### config.mk
export PLATFORM = sky130hd
export DESIGN_NAME = selective_repeat_arq_controller_core
export DESIGN_NICKNAME = d
export VERILOG_FILES = /design/src/rtl/sra_pkg.sv /design/src/rtl/sra_front.sv /design/src/rtl/sra_engine.sv /design/src/rtl/sra_rsp_fifo.sv /design/src/rtl/selective_repeat_arq_controller_core.sv
export SDC_FILE = /design/constraint.sdc
export NUM_CORES = 1
export LEC_CHECK = 0
export BUFFER_PORTS_ARGS = -buffer_cell sky130_fd_sc_hd__buf_2
export CAP_MARGIN = 40
export CORE_UTILIZATION = 50
export DETAILED_ROUTE_END_ITERATION = 12
export PLACE_DENSITY = 0.77
export SKIP_LAST_GASP = 1
export SLEW_MARGIN = 15
export SYNTH_ARGS = -nofsm -noshare
export SYNTH_HDL_FRONTEND = slang
export SYNTH_SLANG_ARGS = --single-unit
### constraint.sdc
create_clock -name clock -period 6.77 [get_ports clock]
set_input_delay 0 -clock clock [delete_from_list [all_inputs] [get_ports clock]]
set_output_delay 0 -clock clock [all_outputs]
set_load 0.05 [all_outputs]
### src/rtl/sra_pkg.sv
// Shared types and constants for the selective-repeat ARQ controller.
// Used by every module under rtl/; depends on nothing.
`default_nettype none
package sra_pkg;

   localparam int unsigned SeqW  = 5;
   localparam int unsigned SlotW = 4;
   localparam int unsigned LenW  = 9;
   localparam logic [SeqW-1:0] MaxSeqNum   = 5'd31;
   localparam logic [SeqW-1:0] WindowSlots = 5'd16;
   localparam logic [LenW-1:0] HeaderLen   = 9'd7;

   typedef logic [SeqW-1:0]  seq_type;
   typedef logic [SlotW-1:0] slot_type;
   typedef logic [LenW-1:0]  len_type;

   // Classified event kinds.
   typedef enum logic [2:0] {
      EV_PKT_READY  = 3'd0,
      EV_PHY_READY  = 3'd1,
      EV_FRAME_RX   = 3'd2,
      EV_DATA_TMO   = 3'd3,
      EV_ACK_TMO    = 3'd4,
      EV_NONE       = 3'd5
   } ev_type;

   localparam logic [1:0] KindData = 2'd0;
   localparam logic [1:0] KindAck  = 2'd1;
   localparam logic [1:0] KindNak  = 2'd2;

   typedef enum logic [2:0] {
      ACT_DATA    = 3'd0,
      ACT_ACK     = 3'd1,
      ACT_NAK     = 3'd2,
      ACT_DELIVER = 3'd3,
      ACT_ACKTMR  = 3'd4,
      ACT_STOP    = 3'd5,
      ACT_STATUS  = 3'd6
   } act_type;

   typedef enum logic [2:0] {
      ST_IDLE, ST_HEAD, ST_DELIV, ST_ACKTMR, ST_STOP, ST_STATUS
   } eng_state_type;

   typedef struct packed {
      ev_type     ev;
      logic       good;
      logic [1:0] kind;
      seq_type    rseq;
      seq_type    rack;
      len_type    rlen;
      slot_type   tslot;
   } evt_type;

   typedef struct packed {
      act_type  action;
      seq_type  tx_seq;
      seq_type  tx_ack;
      slot_type buffer_slot;
      len_type  payload_length;
      logic     net_enable;
      logic     last;
   } rsp_type;

   function automatic logic in_range(seq_type a, seq_type b, seq_type c);
      return (a <= b && b < c) || (c < a && b < c) || (c < a && a <= b);
   endfunction

   function automatic seq_type seq_inc(seq_type k);
      return (k == MaxSeqNum) ? '0 : k + 1'b1;
   endfunction

endpackage
`default_nettype wire

### src/rtl/sra_front.sv
// Front end: accepts request events, classifies them, holds them in a
// two-entry queue for the engine. Depends on sra_pkg.
`default_nettype none
module sra_front (
   input  wire logic            clock,
   input  wire logic            reset,
   input  wire logic            push,
   output logic                 full,
   input  wire logic [2:0]      req_type,
   input  wire logic            req_frame_good,
   input  wire logic [1:0]      req_rx_kind,
   input  wire sra_pkg::seq_type  req_rx_seq,
   input  wire sra_pkg::seq_type  req_rx_ack,
   input  wire sra_pkg::len_type  req_rx_length,
   input  wire sra_pkg::slot_type req_timeout_slot,
   output logic                 evt_valid,
   output sra_pkg::evt_type     evt,
   input  wire logic            evt_pop
);
   sra_pkg::evt_type q_ff [2];
   logic             wr_ptr_ff, rd_ptr_ff;
   logic [1:0]       cnt_ff, cnt_in;
   sra_pkg::evt_type cls;
   logic             do_push, do_pop;

   always_comb begin
      unique case (req_type)
         3'd0:    cls.ev = sra_pkg::EV_PKT_READY;
         3'd1:    cls.ev = sra_pkg::EV_PHY_READY;
         3'd2:    cls.ev = sra_pkg::EV_FRAME_RX;
         3'd3:    cls.ev = sra_pkg::EV_DATA_TMO;
         3'd4:    cls.ev = sra_pkg::EV_ACK_TMO;
         default: cls.ev = sra_pkg::EV_NONE;
      endcase
      cls.good  = req_frame_good;
      cls.kind  = req_rx_kind;
      cls.rseq  = req_rx_seq;
      cls.rack  = req_rx_ack;
      cls.rlen  = req_rx_length;
      cls.tslot = req_timeout_slot;
   end

   assign full      = (cnt_ff == 2'd2);
   assign evt_valid = (cnt_ff != 2'd0);
   assign evt       = q_ff[rd_ptr_ff];
   assign do_push   = push && !full;
   assign do_pop    = evt_pop && evt_valid;

   always_comb begin
      cnt_in = cnt_ff;
      if (do_push && !do_pop) cnt_in = cnt_ff + 2'd1;
      else if (!do_push && do_pop) cnt_in = cnt_ff - 2'd1;
   end

   always_ff @(posedge clock) begin
      if (reset) begin
         wr_ptr_ff <= 1'b0;
         rd_ptr_ff <= 1'b0;
         cnt_ff    <= 2'd0;
      end else begin
         cnt_ff <= cnt_in;
         if (do_push) wr_ptr_ff <= ~wr_ptr_ff;
         if (do_pop)  rd_ptr_ff <= ~rd_ptr_ff;
      end
   end

   always_ff @(posedge clock) begin
      if (do_push) q_ff[wr_ptr_ff] <= cls;
   end
endmodule
`default_nettype wire

### src/rtl/sra_engine.sv
// Back end: window state and the action sequencer, at most one result per cycle while the result queue has room.
// Depends on sra_pkg.
`default_nettype none
module sra_engine (
   input  wire logic             clock,
   input  wire logic             reset,
   input  wire logic             evt_valid,
   input  wire sra_pkg::evt_type evt,
   output logic                  evt_pop,
   output logic                  out_push,
   output sra_pkg::rsp_type      out_item,
   input  wire logic             out_full
);
   sra_pkg::eng_state_type state_ff, state_in;
   sra_pkg::evt_type  evt_ff, evt_in;
   sra_pkg::seq_type  nts_ff, nts_in, old_ff, old_in, exp_ff, exp_in;
   sra_pkg::seq_type  upr_ff, upr_in, outs_ff, outs_in;
   logic [(1 << sra_pkg::SlotW)-1:0] arr_ff, arr_in;
   logic              nak_ok_ff, nak_ok_in, phys_ff, phys_in;
   logic              restart_ff, restart_in;
   sra_pkg::len_type  plen_ff, plen_in;
   logic [sra_pkg::SeqW-1:0] k_ff, k_in;
   sra_pkg::seq_type  nseq, tseq, piggy;
   logic              go;

   assign piggy = exp_ff - 1'b1;
   assign go    = !out_full;
   assign nseq  = sra_pkg::seq_inc(evt_ff.rack);
   assign tseq  = sra_pkg::in_range(old_ff, {1'b0, evt_ff.tslot}, nts_ff)
                  ? {1'b0, evt_ff.tslot} : {1'b1, evt_ff.tslot};

   always_ff @(posedge clock) begin
      if (reset) begin
         state_ff  <= sra_pkg::ST_IDLE;
         nts_ff    <= '0;
         old_ff    <= '0;
         exp_ff    <= '0;
         upr_ff    <= sra_pkg::WindowSlots;
         outs_ff   <= '0;
         arr_ff    <= '0;
         nak_ok_ff <= 1'b1;
         phys_ff   <= 1'b0;
         restart_ff <= 1'b0;
         k_ff      <= '0;
      end else begin
         state_ff  <= state_in;
         nts_ff    <= nts_in;
         old_ff    <= old_in;
         exp_ff    <= exp_in;
         upr_ff    <= upr_in;
         outs_ff   <= outs_in;
         arr_ff    <= arr_in;
         nak_ok_ff <= nak_ok_in;
         phys_ff   <= phys_in;
         restart_ff <= restart_in;
         k_ff      <= k_in;
      end
   end

   always_ff @(posedge clock) begin
      evt_ff  <= evt_in;
      plen_ff <= plen_in;
   end

   always_comb begin
      state_in   = state_ff;
      evt_in     = evt_ff;
      nts_in     = nts_ff;
      old_in     = old_ff;
      exp_in     = exp_ff;
      upr_in     = upr_ff;
      outs_in    = outs_ff;
      arr_in     = arr_ff;
      nak_ok_in  = nak_ok_ff;
      phys_in    = phys_ff;
      restart_in = restart_ff;
      plen_in    = plen_ff;
      k_in       = k_ff;
      evt_pop    = 1'b0;
      out_push   = 1'b0;
      out_item   = '0;
      unique case (state_ff)
         sra_pkg::ST_IDLE: begin
            if (evt_valid) begin
               evt_pop  = 1'b1;
               evt_in   = evt;
               state_in = sra_pkg::ST_HEAD;
            end
         end
         sra_pkg::ST_HEAD: begin
            if (go) begin
               state_in = sra_pkg::ST_STATUS;
               k_in     = '0;
               unique case (evt_ff.ev)
                  sra_pkg::EV_PKT_READY: begin
                     out_push = 1'b1;
                     out_item.action      = sra_pkg::ACT_DATA;
                     out_item.tx_seq      = nts_ff;
                     out_item.tx_ack      = piggy;
                     out_item.buffer_slot = nts_ff[sra_pkg::SlotW-1:0];
                     outs_in = outs_ff + 1'b1;
                     nts_in  = sra_pkg::seq_inc(nts_ff);
                     phys_in = 1'b0;
                  end
                  sra_pkg::EV_PHY_READY: phys_in = 1'b1;
                  sra_pkg::EV_FRAME_RX: begin
                     if (!evt_ff.good) begin
                        if (nak_ok_ff) begin
                           out_push = 1'b1;
                           out_item.action = sra_pkg::ACT_NAK;
                           out_item.tx_ack = piggy;
                           nak_ok_in = 1'b0;
                           phys_in   = 1'b0;
                        end
                     end else if (evt_ff.kind == sra_pkg::KindData) begin
                        if (evt_ff.rseq != exp_ff && nak_ok_ff) begin
                           out_push = 1'b1;
                           out_item.action = sra_pkg::ACT_NAK;
                           out_item.tx_ack = piggy;
                           nak_ok_in = 1'b0;
                           phys_in   = 1'b0;
                        end else begin
                           restart_in = (evt_ff.rseq == exp_ff);
                           if (sra_pkg::in_range(exp_ff, evt_ff.rseq, upr_ff) &&
                               !arr_ff[evt_ff.rseq[sra_pkg::SlotW-1:0]]) begin
                              arr_in[evt_ff.rseq[sra_pkg::SlotW-1:0]] = 1'b1;
                              plen_in  = (evt_ff.rlen >= sra_pkg::HeaderLen)
                                         ? evt_ff.rlen - sra_pkg::HeaderLen : '0;
                              state_in = sra_pkg::ST_DELIV;
                           end else begin
                              state_in = sra_pkg::ST_ACKTMR;
                           end
                        end
                     end else begin
                        if (evt_ff.kind == sra_pkg::KindNak &&
                            sra_pkg::in_range(old_ff, nseq, nts_ff)) begin
                           out_push = 1'b1;
                           out_item.action      = sra_pkg::ACT_DATA;
                           out_item.tx_seq      = nseq;
                           out_item.tx_ack      = piggy;
                           out_item.buffer_slot = nseq[sra_pkg::SlotW-1:0];
                           phys_in = 1'b0;
                        end
                        state_in = sra_pkg::ST_STOP;
                     end
                  end
                  sra_pkg::EV_DATA_TMO: begin
                     out_push = 1'b1;
                     out_item.action      = sra_pkg::ACT_DATA;
                     out_item.tx_seq      = tseq;
                     out_item.tx_ack      = piggy;
                     out_item.buffer_slot = evt_ff.tslot;
                     phys_in = 1'b0;
                  end
                  sra_pkg::EV_ACK_TMO: begin
                     out_push = 1'b1;
                     out_item.action = sra_pkg::ACT_ACK;
                     out_item.tx_ack = piggy;
                     phys_in = 1'b0;
                  end
                  default: ;
               endcase
            end
         end
         sra_pkg::ST_DELIV: begin
            if (go) begin
               if (arr_ff[exp_ff[sra_pkg::SlotW-1:0]]) begin
                  out_push = 1'b1;
                  out_item.action         = sra_pkg::ACT_DELIVER;
                  out_item.buffer_slot    = exp_ff[sra_pkg::SlotW-1:0];
                  out_item.payload_length = plen_ff;
                  arr_in[exp_ff[sra_pkg::SlotW-1:0]] = 1'b0;
                  nak_ok_in  = 1'b1;
                  exp_in     = sra_pkg::seq_inc(exp_ff);
                  upr_in     = sra_pkg::seq_inc(upr_ff);
                  restart_in = 1'b1;
               end else begin
                  state_in = sra_pkg::ST_ACKTMR;
               end
            end
         end
         sra_pkg::ST_ACKTMR: begin
            if (go) begin
               if (restart_ff) begin
                  out_push = 1'b1;
                  out_item.action = sra_pkg::ACT_ACKTMR;
               end
               k_in     = '0;
               state_in = sra_pkg::ST_STOP;
            end
         end
         sra_pkg::ST_STOP: begin
            if (go) begin
               if (k_ff < sra_pkg::WindowSlots &&
                   sra_pkg::in_range(old_ff, evt_ff.rack, nts_ff)) begin
                  out_push = 1'b1;
                  out_item.action      = sra_pkg::ACT_STOP;
                  out_item.buffer_slot = old_ff[sra_pkg::SlotW-1:0];
                  outs_in = outs_ff - 1'b1;
                  old_in  = sra_pkg::seq_inc(old_ff);
                  k_in    = k_ff + 1'b1;
               end else begin
                  state_in = sra_pkg::ST_STATUS;
               end
            end
         end
         sra_pkg::ST_STATUS: begin
            if (go) begin
               out_push = 1'b1;
               out_item.action     = sra_pkg::ACT_STATUS;
               out_item.net_enable = (outs_ff < sra_pkg::WindowSlots) && phys_ff;
               out_item.last       = 1'b1;
               state_in = sra_pkg::ST_IDLE;
            end
         end
         default: state_in = sra_pkg::ST_IDLE;
      endcase
   end
endmodule
`default_nettype wire

### src/rtl/sra_rsp_fifo.sv
// Result queue between the engine and the result ports.
// Depends on sra_pkg.
`default_nettype none
module sra_rsp_fifo #(
   parameter int unsigned DEPTH_LOG2 = 2
) (
   input  wire logic             clock,
   input  wire logic             reset,
   input  wire logic             in_push,
   input  wire sra_pkg::rsp_type in_item,
   output logic                  full,
   output logic                  empty,
   input  wire logic             pop,
   output sra_pkg::rsp_type      out_item
);
   localparam int unsigned Depth = 1 << DEPTH_LOG2;
   sra_pkg::rsp_type     mem_ff [Depth];
   logic [DEPTH_LOG2-1:0] wr_ff, rd_ff;
   logic [DEPTH_LOG2:0]   cnt_ff;
   logic                  do_push, do_pop;

   assign full     = (cnt_ff == (DEPTH_LOG2+1)'(Depth));
   assign empty    = (cnt_ff == '0);
   assign do_push  = in_push && !full;
   assign do_pop   = pop && !empty;
   assign out_item = mem_ff[rd_ff];

   always_ff @(posedge clock) begin
      if (reset) begin
         wr_ff  <= '0;
         rd_ff  <= '0;
         cnt_ff <= '0;
      end else begin
         if (do_push) wr_ff <= wr_ff + 1'b1;
         if (do_pop)  rd_ff <= rd_ff + 1'b1;
         if (do_push && !do_pop) cnt_ff <= cnt_ff + 1'b1;
         else if (!do_push && do_pop) cnt_ff <= cnt_ff - 1'b1;
      end
   end

   always_ff @(posedge clock) begin
      if (do_push) mem_ff[wr_ff] <= in_item;
   end
endmodule
`default_nettype wire

### src/rtl/selective_repeat_arq_controller_core.sv
// An event passes the front queue and the engine's event register before its first
// result can be queued; results follow at most one a cycle while the result queue has
// room. Each event yields 1..34 results, the last a status result, before the engine
// takes the next. Silent sequencer steps can come between (a head step with no send, a
// skipped ack-timer restart, the exits of the delivery and timer-stop loops). Reset
// (sync, active high) empties both queues and resets the window state at once.
`default_nettype none
module selective_repeat_arq_controller_core #(
   parameter int unsigned RSP_DEPTH_LOG2 = 2
) (
   input  wire logic        clock,
   input  wire logic        reset,
   // request queue side
   input  wire logic        push,
   output logic             full,
   input  wire logic [2:0]  req_type,
   input  wire logic        req_frame_good,
   input  wire logic [1:0]  req_rx_kind,
   input  wire logic [4:0]  req_rx_seq,
   input  wire logic [4:0]  req_rx_ack,
   input  wire logic [8:0]  req_rx_length,
   input  wire logic [3:0]  req_timeout_slot,
   // response queue side
   output logic             empty,
   input  wire logic        pop,
   output logic [2:0]       rsp_action,
   output logic [4:0]       rsp_tx_seq,
   output logic [4:0]       rsp_tx_ack,
   output logic [3:0]       rsp_buffer_slot,
   output logic [8:0]       rsp_payload_length,
   output logic             rsp_net_enable,
   output logic             rsp_last
);
   sra_pkg::evt_type evt;
   sra_pkg::rsp_type eng_item, head_item;
   logic             evt_valid, evt_pop, eng_push, rsp_full;

   // Classify each transfer and hold it until the engine takes it.
   sra_front u_front (
      .clock, .reset, .push, .full,
      .req_type, .req_frame_good, .req_rx_kind, .req_rx_seq, .req_rx_ack,
      .req_rx_length, .req_timeout_slot,
      .evt_valid, .evt, .evt_pop
   );

   // Run the window bookkeeping; hold each result step while the result queue is full.
   sra_engine u_engine (
      .clock, .reset, .evt_valid, .evt, .evt_pop,
      .out_push(eng_push), .out_item(eng_item), .out_full(rsp_full)
   );

   // Decouple the consumer from the engine.
   sra_rsp_fifo #(.DEPTH_LOG2(RSP_DEPTH_LOG2)) u_rsp_fifo (
      .clock, .reset, .in_push(eng_push), .in_item(eng_item),
      .full(rsp_full), .empty, .pop, .out_item(head_item)
   );

   assign rsp_action         = head_item.action;
   assign rsp_tx_seq         = head_item.tx_seq;
   assign rsp_tx_ack         = head_item.tx_ack;
   assign rsp_buffer_slot    = head_item.buffer_slot;
   assign rsp_payload_length = head_item.payload_length;
   assign rsp_net_enable     = head_item.net_enable;
   assign rsp_last           = head_item.last;
endmodule
`default_nettype wire

==> results_dict.tcl <==
set metrics [dict create \
    final_common_cell "edfxtp_1" \
    grt_overflow_total 0 \
    cts_root_buf "clkbuf_16" \
    critPathMostFrequentCell "ha_1" \
    required_ns 7.25 \
    tritoncts "done" \
    synth.cell_area_um2 12900 \
    synthesis.instances 984 \
    grt_usage_pct 20.7 \
    placed_area_um2 13600 \
    grt_pass1_vias 8119 \
    nNetsFinal 1189 \
    die_h_um 163 \
    rows 58 \
    vias 8371 \
    dp_hpwl_um 18100 \
    hold_start "req_rx_seq[3]" \
    gp_congestion 0.898 \
    hp-class "in2reg" \
    skew_ns 0.0280 \
    clk_path_buf_depth 3 \
    reg2reg_from "u_engine.evt_ff[13]" \
    synthFlopType "edfxtp_1" \
    arrival_ns 5.13 \
    holdPathStages 2 \
    synthArstFlopShare_pct 0 \
    initial_utilization_pct 51.0 \
    timing.hold.ws_ns 0.148 \
    drv_slew 0 \
    r2r_slack_ns 2.12 \
    drive_above_1_share_pct 19.1 \
    period_share_pct 68.6 \
    clkSlewWorstSetupHoldPaths_ns 0.06 \
    seq_area_frac_synth_pct 58.6 \
    grt_start_max_net_pins 50 \
    io_pins 63 \
    cts_buffers 28 \
    grt_pass1_wl_um 43000 \
    fp.dieW_um 163 \
    cpPeakStageDelay_ns 0.48 \
    met3_usage_pct 3.03 \
    worstPathMaxFanout 9 \
    htreeDepth 1 \
    use_met1_pct 28.5 \
    busiest_layer "met2" \
    routed_wl_um 26700 \
    p_leak_nw 5.32 \
    maxSlewHeadroom_pct 47.1 \
    critPathLaunchType "flip-flop" \
    slowest_stage "edfxtp_1" \
    ys_types 80 \
    viasPerCell 5.81 \
    drc 0 \
    power.density_nw_per_um2 384 \
    synth_nets 1085 \
    diodes 0 \
    dpl.cell_count 1354 \
    avgRoutedWirePerCell_um 18.5 \
    drt-pass1-iter-count 6 \
    rsz0062_at_grt "no" \
    crit_path_end_kind "flip-flop" \
    postCtsSetupRepairBufs 0 \
    tns_ns 0 \
    hold_end "u_front.q_ff[0][21]" \
    area_growth_pct 15.4 \
    clk-insertion-delay-late_ns 0.57 \
    finalPower_mw 5.71 \
    place_ws_ns 2.18 \
    antenna_found_initial 0 \
    detail-route-antenna-nets 0 \
    met2_usage_pct 34.1 \
    worst_pin_slew_ns 0.793 \
    critical_path_class "reg2reg" \
    cp_num_buf_inv 2 \
    fmax_mhz 215 \
    hold_viol 0 \
    dr.first_iter.drc_count 662 \
    crit_family "compound AO/OA/AOI/OAI gates" \
    final_core_util_pct 58.9 \
    synth-edff-count 208 \
    r2r_cells 18 \
    core_area_um2 25300 \
    die-area_um2 26400 \
    path_cells "ha_1 -> and3_1 -> ha_1 -> nor2_1 -> inv_1 -> ha_1 -> a21oi_1 -> a21boi_0 -> o31a_1 -> o32ai_1 -> nor2_1 -> a21oi_2 -> ha_1 -> inv_1 -> fa_1 -> xor2_1 -> or3_1 -> a21oi_1" \
    max_cap_violations 0 \
    final_area_um2 14900 \
    peakVddDrop_mv 0.241 \
    final_cell_mix "208 x edfxtp_1, 70 x nor2_1, 66 x ha_1" \
    syn_avg_cell_area_um2 13.1 \
    timing.final.ws_setup_ns 2.12 \
    ys_ff_latch 273 \
    io_buffer_count 62 \
    fillCellCount 2024 \
    min_period_ns 4.65 \
    cts.sinks 273 \
    yosys_warnings 0 \
    r2r-end "u_rsp_fifo.cnt_ff[2]" \
    status "complete, no violations" \
    setup_viol 0 \
    instances_no_fill 1440 \
]
## cell usage after synthesis (all sizes together) (7+ instances only)
master  number  area [µm²]
o21ai       33         165
a31oi       11        83.8
nor2        71         267
edfxtp     208        6250
a21o        12        91.3
mux2        31         349
nand2       48         180
inv         51         191
xnor2       12         105
nand3       48         240
nand4       15         100
xor2        10        87.6
and3         9        56.3
buf         17         100
nor2b        7        43.8
o41ai        7        61.3
clkbuf      21        78.8
mux4        36         811
ha          66         826
mux2i        8        92.6
o31ai       13         103
a21oi       50         254
and2        15        93.8
nor3        20         126
dfxtp       65        1300
nand2b      14        95.1
## routing by layer
metal / vias up / share of wire [%]
li1: 3979 / -
met1: 4062 / 43
met2: 290 / 48
met3: 40 / 6.3
met4: 0 / 2.2
met5: - / 0
## how the worst max path moves through the flow
stage,cells after the start,endpoint,from
after CTS,18,u_rsp_fifo.cnt_ff[2],u_engine.evt_ff[13]
after global routing,18,u_rsp_fifo.cnt_ff[2],u_engine.evt_ff[13]
after floorplan,7,u_front.cnt_ff[1],u_engine.state_ff[1]
final,18,u_rsp_fifo.cnt_ff[2],u_engine.evt_ff[13]
after global placement,18,u_rsp_fifo.cnt_ff[2],u_engine.evt_ff[13]
after detailed placement,18,u_rsp_fifo.cnt_ff[2],u_engine.evt_ff[13]
## final cells by class
class	instances	area, µm²	area share [%]
inverters	51	191	1.29
clock buffers	31	722	4.86
clock inverters	21	238	1.60
repair buffers	112	776	5.22
multi-input cells	622	4980	33.5
well taps	330	413	2.78
flip-flops and latches	273	7550	50.8
## cells by family (layout without fill, tap and decap cells)
| logic type | after synthesis | count (layout) | share of synthesized area, % |
|---|---|---|---|
| multiplexers | 75 | 75 | 9.72 |
| adder cells (fa/ha/maj) | 70 | 70 | 6.88 |
| flip-flops | 273 | 273 | 58.6 |
| AND/OR/NAND/NOR | 279 | 279 | 11.3 |
| buffers and inverters | 89 | 215 | 2.87 |
| XOR/XNOR | 22 | 22 | 1.50 |
| AO/OA/AOI/OAI | 176 | 176 | 9.16 |
## flip-flops by register name, summed over array words and instances, names as in the netlist, named ones only
register and cells:
u_engine.evt_ff 29, u_front.rd_ptr_ff 1, u_engine.state_ff 3, u_engine.nak_ok_ff 1, u_engine.upr_ff 5, u_rsp_fifo.wr_ff 2
u_engine.outs_ff 5, u_rsp_fifo.rd_ff 2, u_front.q_ff 58, u_front.cnt_ff 2, u_engine.old_ff 5, u_rsp_fifo.cnt_ff 3
u_engine.exp_ff 5, u_engine.arr_ff 16, u_engine.restart_ff 1, u_engine.k_ff 5, u_engine.plen_ff 9, u_engine.nts_ff 5
u_front.wr_ptr_ff 1, u_rsp_fifo.mem_ff 112, u_engine.phys_ff 1
## where the power goes
part	switching, mW	internal, mW
Sequential	0.211	2.13
Clock	0.662	0.928
Combinational	1.13	0.651
Total	2.00	3.71
## worst register-to-register path, cell delays in order (launching register included)
cell and delay [ns]:
edfxtp_1 0.48, ha_1 0.27, and3_1 0.17, ha_1 0.21, nor2_1 0.21, inv_1 0.07, ha_1 0.31, a21oi_1 0.15
a21boi_0 0.13, o31a_1 0.31, o32ai_1 0.42, nor2_1 0.28, a21oi_2 0.28, ha_1 0.23, inv_1 0.06, fa_1 0.37
xor2_1 0.17, or3_1 0.30, a21oi_1 0.16
## timing repair
item	4_1_cts	5_1_grt
gates resized for setup	0	0
endpoints found under the hold margin	65	0
hold buffers	33	0
Power figures use the tool's default switching activity.
